`src/drmt_pkg.sv`:
```
`timescale 1ns / 1ps
`default_nettype none
// ----------------------------------------------------------------------------
// Dirty rectangle merge table package
// Shared constants, opcodes and cell status type.
// ----------------------------------------------------------------------------
package drmt_pkg;

  localparam int unsigned MaxRegionsDef = 16;
  localparam int unsigned CoordBitsDef  = 10;

  localparam int unsigned CfgRegBits  = 11;
  localparam int unsigned CfgIdxBits  = 1;
  localparam int unsigned FieldBits   = 16;

  localparam logic [CfgRegBits-1:0] ScreenWidthRst  = 11'd80;
  localparam logic [CfgRegBits-1:0] ScreenHeightRst = 11'd25;

  localparam logic [CfgIdxBits-1:0] CfgScreenWidth  = 1'b0;
  localparam logic [CfgIdxBits-1:0] CfgScreenHeight = 1'b1;

  // Slot of each coordinate inside a rectangle vector
  localparam int unsigned RectLeft   = 0;
  localparam int unsigned RectTop    = 1;
  localparam int unsigned RectRight  = 2;
  localparam int unsigned RectBottom = 3;

  typedef enum logic {
    OpMark  = 1'b0,
    OpFlush = 1'b1
  } drmt_op_e;

  typedef struct packed {
    logic busy;     // a passing rectangle sits in the cell this cycle
    logic ovf_set;  // forced merge into the final cell
  } drmt_cell_stat_t;

endpackage

`default_nettype wire

```
`src/drmt_if.sv`:
```
`timescale 1ns / 1ps
`default_nettype none
// ----------------------------------------------------------------------------
// Dirty rectangle merge table channels
// Request channel (mark / flush) and region response channel.
// ----------------------------------------------------------------------------
interface drmt_req_if;
  logic                                valid;
  logic                                ready;
  logic                                opcode;
  logic signed [drmt_pkg::FieldBits-1:0] rect_x;
  logic signed [drmt_pkg::FieldBits-1:0] rect_y;
  logic signed [drmt_pkg::FieldBits-1:0] rect_w;
  logic signed [drmt_pkg::FieldBits-1:0] rect_h;

  modport source (output valid, opcode, rect_x, rect_y, rect_w, rect_h, input ready);
  modport sink (input valid, opcode, rect_x, rect_y, rect_w, rect_h, output ready);
endinterface

interface drmt_rsp_if #(
  parameter int unsigned CoordBits = drmt_pkg::CoordBitsDef
);
  logic                 valid;
  logic                 ready;
  logic [CoordBits-1:0] region_left;
  logic [CoordBits-1:0] region_top;
  logic [CoordBits-1:0] region_right;
  logic [CoordBits-1:0] region_bottom;
  logic                 overflowed;
  logic                 last_region;

  modport source (
    output valid, region_left, region_top, region_right, region_bottom,
           overflowed, last_region,
    input  ready
  );
  modport sink (
    input  valid, region_left, region_top, region_right, region_bottom,
           overflowed, last_region,
    output ready
  );
endinterface

`default_nettype wire

```
`src/drmt_cell.sv`:
```
`timescale 1ns / 1ps
`default_nettype none
// ----------------------------------------------------------------------------
// Dirty rectangle merge table cell
// Holds one region; absorbs a passing rectangle or hands it to the next cell.
// ----------------------------------------------------------------------------
module drmt_cell #(
  parameter int unsigned CoordBits = drmt_pkg::CoordBitsDef,
  parameter bit          IsLast    = 1'b0
) (
  input  wire logic                      clk_i,
  input  wire logic                      rst_ni,
  input  wire logic                      tok_vld_i,
  input  wire logic [3:0][CoordBits-1:0] tok_rect_i,
  input  wire logic                      shift_i,
  input  wire logic                      shift_occ_i,
  input  wire logic [3:0][CoordBits-1:0] shift_rect_i,
  output logic                           occ_o,
  output logic [3:0][CoordBits-1:0]      rect_o,
  output logic                           pass_vld_o,
  output logic [3:0][CoordBits-1:0]      pass_rect_o,
  output drmt_pkg::drmt_cell_stat_t      stat_o
);

  localparam int unsigned L = drmt_pkg::RectLeft;
  localparam int unsigned T = drmt_pkg::RectTop;
  localparam int unsigned R = drmt_pkg::RectRight;
  localparam int unsigned B = drmt_pkg::RectBottom;

  logic                      occ_q, occ_d;
  logic                      tok_vld_q;
  logic [3:0][CoordBits-1:0] rect_q, rect_d;
  logic [3:0][CoordBits-1:0] tok_q, tok_d;
  logic [3:0][CoordBits-1:0] merged;
  logic                      overlap;
  logic                      absorb;

  assign overlap = !(rect_q[R] < tok_q[L] || rect_q[L] > tok_q[R] ||
                     rect_q[B] < tok_q[T] || rect_q[T] > tok_q[B]);

  // The final cell swallows whatever reaches it
  assign absorb = tok_vld_q && (!occ_q || overlap || IsLast);

  always_comb begin
    merged[L] = (tok_q[L] < rect_q[L]) ? tok_q[L] : rect_q[L];
    merged[T] = (tok_q[T] < rect_q[T]) ? tok_q[T] : rect_q[T];
    merged[R] = (tok_q[R] > rect_q[R]) ? tok_q[R] : rect_q[R];
    merged[B] = (tok_q[B] > rect_q[B]) ? tok_q[B] : rect_q[B];
  end

  always_comb begin
    occ_d  = occ_q;
    rect_d = rect_q;
    if (shift_i) begin
      occ_d  = shift_occ_i;
      rect_d = shift_rect_i;
    end else if (absorb) begin
      occ_d  = 1'b1;
      rect_d = occ_q ? merged : tok_q;
    end
  end

  assign tok_d = tok_vld_i ? tok_rect_i : tok_q;

  always_ff @(posedge clk_i or negedge rst_ni) begin
    if (!rst_ni) begin
      occ_q     <= 1'b0;
      tok_vld_q <= 1'b0;
    end else begin
      occ_q     <= occ_d;
      tok_vld_q <= tok_vld_i;
    end
  end

  always_ff @(posedge clk_i) begin
    rect_q <= rect_d;
    tok_q  <= tok_d;
  end

  assign occ_o          = occ_q;
  assign rect_o         = rect_q;
  assign pass_vld_o     = tok_vld_q && !absorb;
  assign pass_rect_o    = tok_q;
  assign stat_o.busy    = tok_vld_q;
  assign stat_o.ovf_set = IsLast && tok_vld_q && occ_q && !overlap;

endmodule

`default_nettype wire

```
`src/dirty_rect_merge_table.sv`:
```
`timescale 1ns / 1ps
`default_nettype none
// ----------------------------------------------------------------------------
// Dirty rectangle merge table
// Clamps marked rectangles to the screen and merges them into a cell chain.
// ----------------------------------------------------------------------------
// A mark request is clamped in its accept cycle and then walks the cell chain
// one cell per cycle until a free or overlapping cell (or the final cell)
// takes it; the request side stays busy while the mark is in the chain, and
// a mark that clamps to nothing never enters it. A flush shifts the chain
// toward the output register one region per cycle while the response side
// takes them, then, once the chain is empty, clears the overflow flag and
// takes requests again. One request is in work at a time; a finished region
// may wait in the output register while the next request is taken.
// ----------------------------------------------------------------------------
module dirty_rect_merge_table #(
  parameter int unsigned MaxRegions = drmt_pkg::MaxRegionsDef,
  parameter int unsigned CoordBits  = drmt_pkg::CoordBitsDef
) (
  input  wire logic                               clk_i,
  input  wire logic                               rst_ni,
  input  wire logic                               cfg_we_i,
  input  wire logic [drmt_pkg::CfgIdxBits-1:0]    cfg_idx_i,
  input  wire logic [drmt_pkg::CfgRegBits-1:0]    cfg_wdata_i,
  drmt_req_if.sink                                req_sink,
  drmt_rsp_if.source                              rsp_source
);

  localparam int unsigned L = drmt_pkg::RectLeft;
  localparam int unsigned T = drmt_pkg::RectTop;
  localparam int unsigned R = drmt_pkg::RectRight;
  localparam int unsigned B = drmt_pkg::RectBottom;
  localparam int unsigned CoordLimit = 1 << CoordBits;
  localparam int unsigned SumBits    = drmt_pkg::FieldBits + 2;

  typedef enum logic {
    StRun,
    StFlush
  } state_e;

  state_e                              state_q;
  logic [drmt_pkg::CfgRegBits-1:0]     scr_w_q, scr_h_q;
  logic                                ovf_q;
  logic                                out_vld_q;
  logic [3:0][CoordBits-1:0]           out_rect_q;
  logic                                out_ovf_q;
  logic                                out_last_q;

  // Chain wiring
  logic [MaxRegions-1:0]               occ;
  logic [MaxRegions-1:0]               occ_nx;
  logic [MaxRegions-1:0]               pass_vld;
  logic [MaxRegions-1:0]               busy;
  logic [3:0][CoordBits-1:0]           rect     [MaxRegions];
  logic [3:0][CoordBits-1:0]           rect_nx  [MaxRegions];
  logic [3:0][CoordBits-1:0]           pass_rect[MaxRegions];
  drmt_pkg::drmt_cell_stat_t           stat     [MaxRegions];

  logic                                accept;
  logic                                inject;
  logic                                emit;
  logic [CoordBits-1:0]                wmax, hmax;
  logic signed [SumBits-1:0]           xs, ys, xe, ye;
  logic [3:0][CoordBits-1:0]           clamped;

  function automatic logic [CoordBits-1:0] lim_max(
    input logic [drmt_pkg::CfgRegBits-1:0] sz
  );
    logic [CoordBits-1:0] res;
    if (sz == '0) begin
      res = '0;
    end else if (32'(sz) > CoordLimit) begin
      res = '1;
    end else begin
      res = CoordBits'(32'(sz) - 32'd1);
    end
    return res;
  endfunction

  function automatic logic [CoordBits-1:0] clamp(
    input logic signed [SumBits-1:0] v,
    input logic [CoordBits-1:0]      m
  );
    logic signed [SumBits-1:0] mx;
    logic [CoordBits-1:0]      res;
    mx = signed'(SumBits'(m));
    if (v < 0) begin
      res = '0;
    end else if (v > mx) begin
      res = m;
    end else begin
      res = v[CoordBits-1:0];
    end
    return res;
  endfunction

  // Front end: clamp the incoming rectangle to the screen
  assign wmax = lim_max(scr_w_q);
  assign hmax = lim_max(scr_h_q);
  assign xs   = SumBits'(req_sink.rect_x);
  assign ys   = SumBits'(req_sink.rect_y);
  assign xe   = xs + SumBits'(req_sink.rect_w) - SumBits'(1);
  assign ye   = ys + SumBits'(req_sink.rect_h) - SumBits'(1);

  always_comb begin
    clamped[L] = clamp(xs, wmax);
    clamped[T] = clamp(ys, hmax);
    clamped[R] = clamp(xe, wmax);
    clamped[B] = clamp(ye, hmax);
  end

  assign req_sink.ready = (state_q == StRun) && !(|busy);
  assign accept         = req_sink.valid && req_sink.ready;
  assign inject         = accept && (req_sink.opcode == drmt_pkg::OpMark) &&
                          !(clamped[L] > clamped[R] || clamped[T] > clamped[B]);

  // Drain: move the head region into the output register and shift the chain
  assign emit = (state_q == StFlush) && occ[0] && (!out_vld_q || rsp_source.ready);

  for (genvar i = 0; i < MaxRegions; i++) begin : g_cell
    logic                      tok_vld;
    logic [3:0][CoordBits-1:0] tok_rect;

    if (i == 0) begin : g_head
      assign tok_vld  = inject;
      assign tok_rect = clamped;
    end else begin : g_body
      assign tok_vld  = pass_vld[i-1];
      assign tok_rect = pass_rect[i-1];
    end

    if (i == MaxRegions - 1) begin : g_tail
      assign occ_nx[i]  = 1'b0;
      assign rect_nx[i] = '0;
    end else begin : g_mid
      assign occ_nx[i]  = occ[i+1];
      assign rect_nx[i] = rect[i+1];
    end

    drmt_cell #(
      .CoordBits(CoordBits),
      .IsLast   (i == MaxRegions - 1)
    ) u_cell (
      .clk_i       (clk_i),
      .rst_ni      (rst_ni),
      .tok_vld_i   (tok_vld),
      .tok_rect_i  (tok_rect),
      .shift_i     (emit),
      .shift_occ_i (occ_nx[i]),
      .shift_rect_i(rect_nx[i]),
      .occ_o       (occ[i]),
      .rect_o      (rect[i]),
      .pass_vld_o  (pass_vld[i]),
      .pass_rect_o (pass_rect[i]),
      .stat_o      (stat[i])
    );

    assign busy[i] = stat[i].busy;
  end

  always_ff @(posedge clk_i or negedge rst_ni) begin
    if (!rst_ni) begin
      state_q    <= StRun;
      scr_w_q    <= drmt_pkg::ScreenWidthRst;
      scr_h_q    <= drmt_pkg::ScreenHeightRst;
      ovf_q      <= 1'b0;
      out_vld_q  <= 1'b0;
      out_rect_q <= '0;
      out_ovf_q  <= 1'b0;
      out_last_q <= 1'b0;
    end else begin
      if (cfg_we_i) begin
        case (cfg_idx_i)
          drmt_pkg::CfgScreenWidth:  scr_w_q <= cfg_wdata_i;
          drmt_pkg::CfgScreenHeight: scr_h_q <= cfg_wdata_i;
          default: ;
        endcase
      end

      if (stat[MaxRegions-1].ovf_set) begin
        ovf_q <= 1'b1;
      end

      if (emit) begin
        out_vld_q  <= 1'b1;
        out_rect_q <= rect[0];
        out_ovf_q  <= ovf_q;
        out_last_q <= !occ_nx[0];
      end else if (rsp_source.ready) begin
        out_vld_q <= 1'b0;
      end

      case (state_q)
        StRun: begin
          if (accept && req_sink.opcode == drmt_pkg::OpFlush) begin
            state_q <= StFlush;
          end
        end
        StFlush: begin
          // Table drained: drop the overflow flag and take requests again
          if (!occ[0]) begin
            ovf_q   <= 1'b0;
            state_q <= StRun;
          end
        end
        default: state_q <= StRun;
      endcase
    end
  end

  assign rsp_source.valid         = out_vld_q;
  assign rsp_source.region_left   = out_rect_q[L];
  assign rsp_source.region_top    = out_rect_q[T];
  assign rsp_source.region_right  = out_rect_q[R];
  assign rsp_source.region_bottom = out_rect_q[B];
  assign rsp_source.overflowed    = out_ovf_q;
  assign rsp_source.last_region   = out_last_q;

endmodule

`default_nettype wire

```
`src/flat_wrapper.sv`:
```
// flat-port wrapper written by rule: the top's interface ports become plain ports
module dirty_rect_merge_table_flat 
#(
  parameter int unsigned MaxRegions = drmt_pkg::MaxRegionsDef,
  parameter int unsigned CoordBits  = drmt_pkg::CoordBitsDef
)
  (clk_i, rst_ni, cfg_we_i, cfg_idx_i, cfg_wdata_i, req_sink_valid, req_sink_opcode, req_sink_rect_x, req_sink_rect_y, req_sink_rect_w, req_sink_rect_h, req_sink_ready, rsp_source_valid, rsp_source_region_left, rsp_source_region_top, rsp_source_region_right, rsp_source_region_bottom, rsp_source_overflowed, rsp_source_last_region, rsp_source_ready);
  drmt_req_if req_sink_i ();
  drmt_rsp_if #(.CoordBits(CoordBits)) rsp_source_i ();
  input  wire logic clk_i;
  input  wire logic rst_ni;
  input  wire logic cfg_we_i;
  input  wire logic [drmt_pkg::CfgIdxBits-1:0] cfg_idx_i;
  input  wire logic [drmt_pkg::CfgRegBits-1:0] cfg_wdata_i;
  input wire logic [$bits(req_sink_i.valid)-1:0] req_sink_valid;
  input wire logic [$bits(req_sink_i.opcode)-1:0] req_sink_opcode;
  input wire logic [$bits(req_sink_i.rect_x)-1:0] req_sink_rect_x;
  input wire logic [$bits(req_sink_i.rect_y)-1:0] req_sink_rect_y;
  input wire logic [$bits(req_sink_i.rect_w)-1:0] req_sink_rect_w;
  input wire logic [$bits(req_sink_i.rect_h)-1:0] req_sink_rect_h;
  output wire logic [$bits(req_sink_i.ready)-1:0] req_sink_ready;
  output wire logic [$bits(rsp_source_i.valid)-1:0] rsp_source_valid;
  output wire logic [$bits(rsp_source_i.region_left)-1:0] rsp_source_region_left;
  output wire logic [$bits(rsp_source_i.region_top)-1:0] rsp_source_region_top;
  output wire logic [$bits(rsp_source_i.region_right)-1:0] rsp_source_region_right;
  output wire logic [$bits(rsp_source_i.region_bottom)-1:0] rsp_source_region_bottom;
  output wire logic [$bits(rsp_source_i.overflowed)-1:0] rsp_source_overflowed;
  output wire logic [$bits(rsp_source_i.last_region)-1:0] rsp_source_last_region;
  input wire logic [$bits(rsp_source_i.ready)-1:0] rsp_source_ready;
  assign req_sink_i.valid = req_sink_valid;
  assign req_sink_i.opcode = req_sink_opcode;
  assign req_sink_i.rect_x = req_sink_rect_x;
  assign req_sink_i.rect_y = req_sink_rect_y;
  assign req_sink_i.rect_w = req_sink_rect_w;
  assign req_sink_i.rect_h = req_sink_rect_h;
  assign req_sink_ready = req_sink_i.ready;
  assign rsp_source_valid = rsp_source_i.valid;
  assign rsp_source_region_left = rsp_source_i.region_left;
  assign rsp_source_region_top = rsp_source_i.region_top;
  assign rsp_source_region_right = rsp_source_i.region_right;
  assign rsp_source_region_bottom = rsp_source_i.region_bottom;
  assign rsp_source_overflowed = rsp_source_i.overflowed;
  assign rsp_source_last_region = rsp_source_i.last_region;
  assign rsp_source_i.ready = rsp_source_ready;
  dirty_rect_merge_table #(.MaxRegions(MaxRegions), .CoordBits(CoordBits)) u_core (.clk_i(clk_i), .rst_ni(rst_ni), .cfg_we_i(cfg_we_i), .cfg_idx_i(cfg_idx_i), .cfg_wdata_i(cfg_wdata_i), .req_sink(req_sink_i), .rsp_source(rsp_source_i));
endmodule
```
`config.mk`:
```
export PLATFORM = sky130hd
export DESIGN_NAME = dirty_rect_merge_table_flat
export DESIGN_NICKNAME = d
export VERILOG_FILES = /design/src/drmt_pkg.sv /design/src/drmt_if.sv /design/src/drmt_cell.sv /design/src/dirty_rect_merge_table.sv /design/src/flat_wrapper.sv
export SDC_FILE = /design/constraint.sdc
export NUM_CORES = 2
export LEC_CHECK = 0
export ABC_AREA = 1
export ABC_CLOCK_PERIOD_IN_PS = 7730
export BUFFER_PORTS_ARGS = -buffer_cell sky130_fd_sc_hd__buf_2
export CORE_ASPECT_RATIO = 0.75
export CORE_MARGIN = 2
export CORE_UTILIZATION = 30
export CTS_CLUSTER_DIAMETER = 40
export DETAILED_ROUTE_END_ITERATION = 6
export PLACE_DENSITY = 0.5
export RECOVER_POWER = 100
export SLEW_MARGIN = 40
export SYNTH_ARGS = -nofsm -noshare
export SYNTH_HDL_FRONTEND = slang
export SYNTH_SLANG_ARGS = --single-unit
```
`constraint.sdc`:
```
create_clock -name clk_i -period 7.73 [get_ports clk_i]
set_clock_uncertainty 0.2 [all_clocks]
set_input_delay 0.773 -clock clk_i [delete_from_list [all_inputs] [get_ports clk_i]]
set_output_delay 0.773 -clock clk_i [all_outputs]
set_load 0.03 [all_outputs]
```
==> flow_metrics.env <==
export IMPL_tns_ns=0
export IMPL_cts_resized=0
export IMPL_synth_top_area_share_pct=43.73
export IMPL_synth_top_family_by_area="adder cells"
export IMPL_clockBufferDepth=4
export IMPL_synth_edf_count=1240
export IMPL_report_final_slew_viol_count=993
export IMPL_reg2reg_from="u_core.state_q"
export IMPL_wl_met1_um=125900
export IMPL_ys_seq_area_share_pct=47.59
export IMPL_cts_root_buf="clkbuf_16"
export IMPL_cts_buffers=188
export IMPL_synth_compound_area_share_pct=12.51
export IMPL_p_leak_nw=42.56
export IMPL_cp_required_ns=7.96
export IMPL_whs_endpoint="u_core.scr_h_q[0]"
export IMPL_port_buffers=125
export IMPL_yosys_mux_area_fraction_pct=0
export IMPL_gp_congestion=0.8719
export IMPL_fmax_mhz=146.5
export IMPL_fp_dieH_um=465.4
export IMPL_drive_above_1_share_pct=4.878
export IMPL_drt_wl_total_um=246800
export IMPL_grt_pass1_vias=62210
export IMPL_grt_pass1_wl_um=376400
export IMPL_post_cts_buffers=0
export IMPL_synth_seq_cells=1379
export IMPL_drv_cap=20
export IMPL_ff2ff_path_depth=6
export IMPL_critPathKind="input port to flip-flop"
export IMPL_final_hold_viol_count=0
export IMPL_remaining_drc_errors=6
export IMPL_synth_cell_types=59
export IMPL_finalSetupViolCount=0
export IMPL_syn_to_final_growth_pct=13.16
export IMPL_fin_crit_sh_pct=88.29
export IMPL_max_slew_margin_rel_pct=-109.2
export IMPL_end_kind="flip-flop"
export IMPL_synth_area_um2=85140
export IMPL_fp_row_count=169
export IMPL_fp_dieW_um=619.2
export IMPL_insertion_delay_ns=0.84
export IMPL_worstPathMaxFanout=47
export IMPL_status="finished with violations"
export IMPL_initial_core_util_pct=30.14
export IMPL_dr_total_vias=63860
export IMPL_synthTopCellsByArea="edfxtp_1 (44%), ha_1 (20%), inv_1 (7.8%)"
export IMPL_holdCritPathClass="input port to flip-flop"
export IMPL_arrival_ns=7.06
export IMPL_ff2ff_setup_slack_ns=1.01
export IMPL_die_area_um2=288100
export IMPL_synth_ff_type="edfxtp_1"
export IMPL_drt_initial_drc_count=5452
export IMPL_cp_startpoint="rsp_source_ready"
export IMPL_layout_nets=10590
export IMPL_drt_antenna_violating_nets=0
export IMPL_cts_hold_buffers=11
export IMPL_rsz0062_at_grt="no"
export IMPL_fin_ws_ns=0.9051
export IMPL_place_ws_ns=1.415
export IMPL_syn_nets=10340
export IMPL_htreeDepth=4
export IMPL_hold_start="cfg_wdata_i[0]"
export IMPL_synth_top_area_cell="edfxtp_1"
export IMPL_routedWlPerCell_um=18.88
export IMPL_met3_wirelength_um=15110
export IMPL_synthAdderAreaFrac_pct=19.74
export IMPL_yosys_warnings=0
export IMPL_wl_met2_um=102000
export IMPL_period_needed_ns=6.825
export IMPL_ir_worst_vdd_mv=0.1927
export IMPL_async_flop_share_pct=7.179
export IMPL_cts_clk_slew_worst_paths_ns=0.06
export IMPL_synth_cells=8917
export IMPL_violations="DRC, capacitance limit, slew limit"
export IMPL_grt_max_degree=192
export IMPL_grt_use_total_pct=16.76
export IMPL_start_kind="input port"
export IMPL_post_dp_hpwl_um=195300
export IMPL_viasPerCell=4.885
export IMPL_synth_xor_area_share_pct=0.2160
export IMPL_highest_layer="met4"
export IMPL_core_area_um2=282500
export IMPL_clock_sinks=1379
export IMPL_antenna_found_initial=4
export IMPL_powerDensity_nw_per_um2=271.5
export IMPL_rr_endpoint="u_core.g_cell[14].u_cell.rect_o[4]"
export IMPL_io_pins=126
export IMPL_tightest_slew_ns=3.137
export IMPL_syn_avg_cell_area_um2=9.548
export IMPL_hold_depth=3
export IMPL_cts_tree="done"
export IMPL_synth_simple_area_share_pct=11.21
export IMPL_grt_remaining_overflow=0
export IMPL_drtPass1Iterations=7
==> metrics by stage <==
step,instance area (µm²),total power [W],hold WS (ns),std cells,utilization (%)
5_1_grt,96340,0.02781,0.03740,13070,34.10
2_1_floorplan,85150,0.01496,0.2264,8917,-
3_5_place_dp,90830,0.01776,0.2431,12720,32.15
3_3_place_gp,90530,0.01751,0.2339,12710,32.05
6_report,96350,0.02616,0.06649,13070,34.11
4_1_cts,96980,0.02650,0.002320,13070,34.33
==> routing by layer <==
metal,GRT usage (%),vias up
met5,0,-
met4,2.896,0
met3,2.420,270
met2,24.53,1557
met1,26.06,31040
li1,-,31000
==> placed cells by master (no fill, tap or decap), types with 8 or more instances in the layout <==
cell type,Yosys,routed
o211ai_1,85,85
o21a_1,57,57
buf_2,71,79
a21o_1,21,21
a211oi_1,45,45
edfxtp_1,1240,1240
clkinvlp_4,0,16
dfxtp_1,40,40
buf_4,2,12
o21ai_0,915,915
o2111ai_1,68,68
nor3_1,87,87
a21boi_0,43,43
ha_1,1340,1340
clkbuf_16,0,189
a31oi_1,10,10
nor2_2,10,9
xor2_1,14,14
dfrtp_1,94,94
nand2_2,14,12
inv_6,0,24
o21bai_1,8,8
nor4_1,14,13
a21oi_1,591,591
nor2_1,354,350
o31ai_1,24,24
clkinv_4,0,13
clkinv_1,3,22
a22oi_1,9,9
inv_1,1767,1765
nand4_1,97,97
nand2_1,1541,1543
bufinv_16,0,12
o21ai_1,8,8
dlygate4sd3_1,0,11
nand3_1,150,151
clkinv_2,0,19
nand3b_1,16,16
clkbuf_1,101,142
==> final cells by class <==
cell class | count | area [µm²]
Fill cell | 28770 | 186200
Clock buffer | 220 | 4906
Clock inverter | 115 | 1135
Tap cell | 3762 | 4707
Multi-Input combinational cell | 5588 | 37260
Sequential cell | 1379 | 40520
Inverter | 1773 | 6656
Antenna cell | 4 | 10.01
Timing Repair Buffer | 232 | 1160
==> worst max-delay path, cell delays in order <==
cell	delay, ns
dlygate4sd3_1	0.52
buf_2	0.09
inv_1	0.06
a21oi_4	0.11
clkbuf_1	0.83
clkinvlp_2	2.37
nand2_1	1.17
a2bb2oi_1	1.08
==> power by group <==
group          switching (W)  total, W  internal [W]  leakage [nW]
combinational        0.00476   0.00692       0.00216          26.8
sequential           0.00105    0.0106       0.00960          12.8
clock                0.00358   0.00859       0.00501          2.92
==> kinds of logic (layout without fill, tap and decap cells) <==
family                   count (synthesis)  after routing
AND/OR/NAND/NOR                       2315           2315
buffers and inverters                 1950           2340
AO/OA/AOI/OAI                         1910           1910
flip-flops                            1379           1379
adder cells (fa/ha/maj)               1342           1342
XOR/XNOR                                21             21
other                                    0              4
==> how the worst max path moves through the flow <==
stage / end / slack, ns / cells after the start
6_report: u_core.g_cell[14].u_cell.rect_o[4] / 0.91 / 8
5_1_grt: u_core.g_cell[14].u_cell.rect_o[5] / 0.55 / 8
4_1_cts: u_core.g_cell[0].u_cell.pass_rect_o[13] / 1.58 / 27
3_5_place_dp: u_core.g_cell[0].u_cell.pass_rect_o[13] / 1.41 / 31
3_3_place_gp: u_core.g_cell[0].u_cell.pass_rect_o[3] / 1.38 / 31
2_1_floorplan: u_core.g_cell[0].u_cell.pass_rect_o[0] / 1.02 / 29
==> Yosys cell counts, drive strengths merged, types with 57 or more instances <==
| cell | count |
|---|---|
| inv | 1770 |
| nand2 | 1558 |
| ha | 1340 |
| edfxtp | 1240 |
| o21ai | 923 |
| a21oi | 596 |
| nor2 | 365 |
| nand3 | 154 |
| clkbuf | 101 |
| nand4 | 100 |
| dfrtp | 94 |
| nor3 | 89 |
| o211ai | 85 |
| buf | 76 |
| o2111ai | 68 |
| o21a | 57 |
==> state kept, by name (all words and copies together), names as in the netlist <==
name and count:
u_core.g_cell.u_cell.pass_rect_o 640, u_core.g_cell.u_cell.rect_o 640, u_core.g_cell.u_cell.occ_o 16, u_core.g_cell.u_cell.tok_vld_q 15, u_core.scr_h_q 11, u_core.scr_w_q 11, u_core.rsp_source.region_bottom 10, u_core.rsp_source.region_left 10
u_core.rsp_source.region_right 10, u_core.rsp_source.region_top 10, u_core.g_cell.u_cell.absorb 1, u_core.ovf_q 1, u_core.rsp_source.last_region 1, u_core.rsp_source.overflowed 1, u_core.rsp_source.valid 1, u_core.state_q 1
No activity file was read; power rests on OpenSTA's default activity.
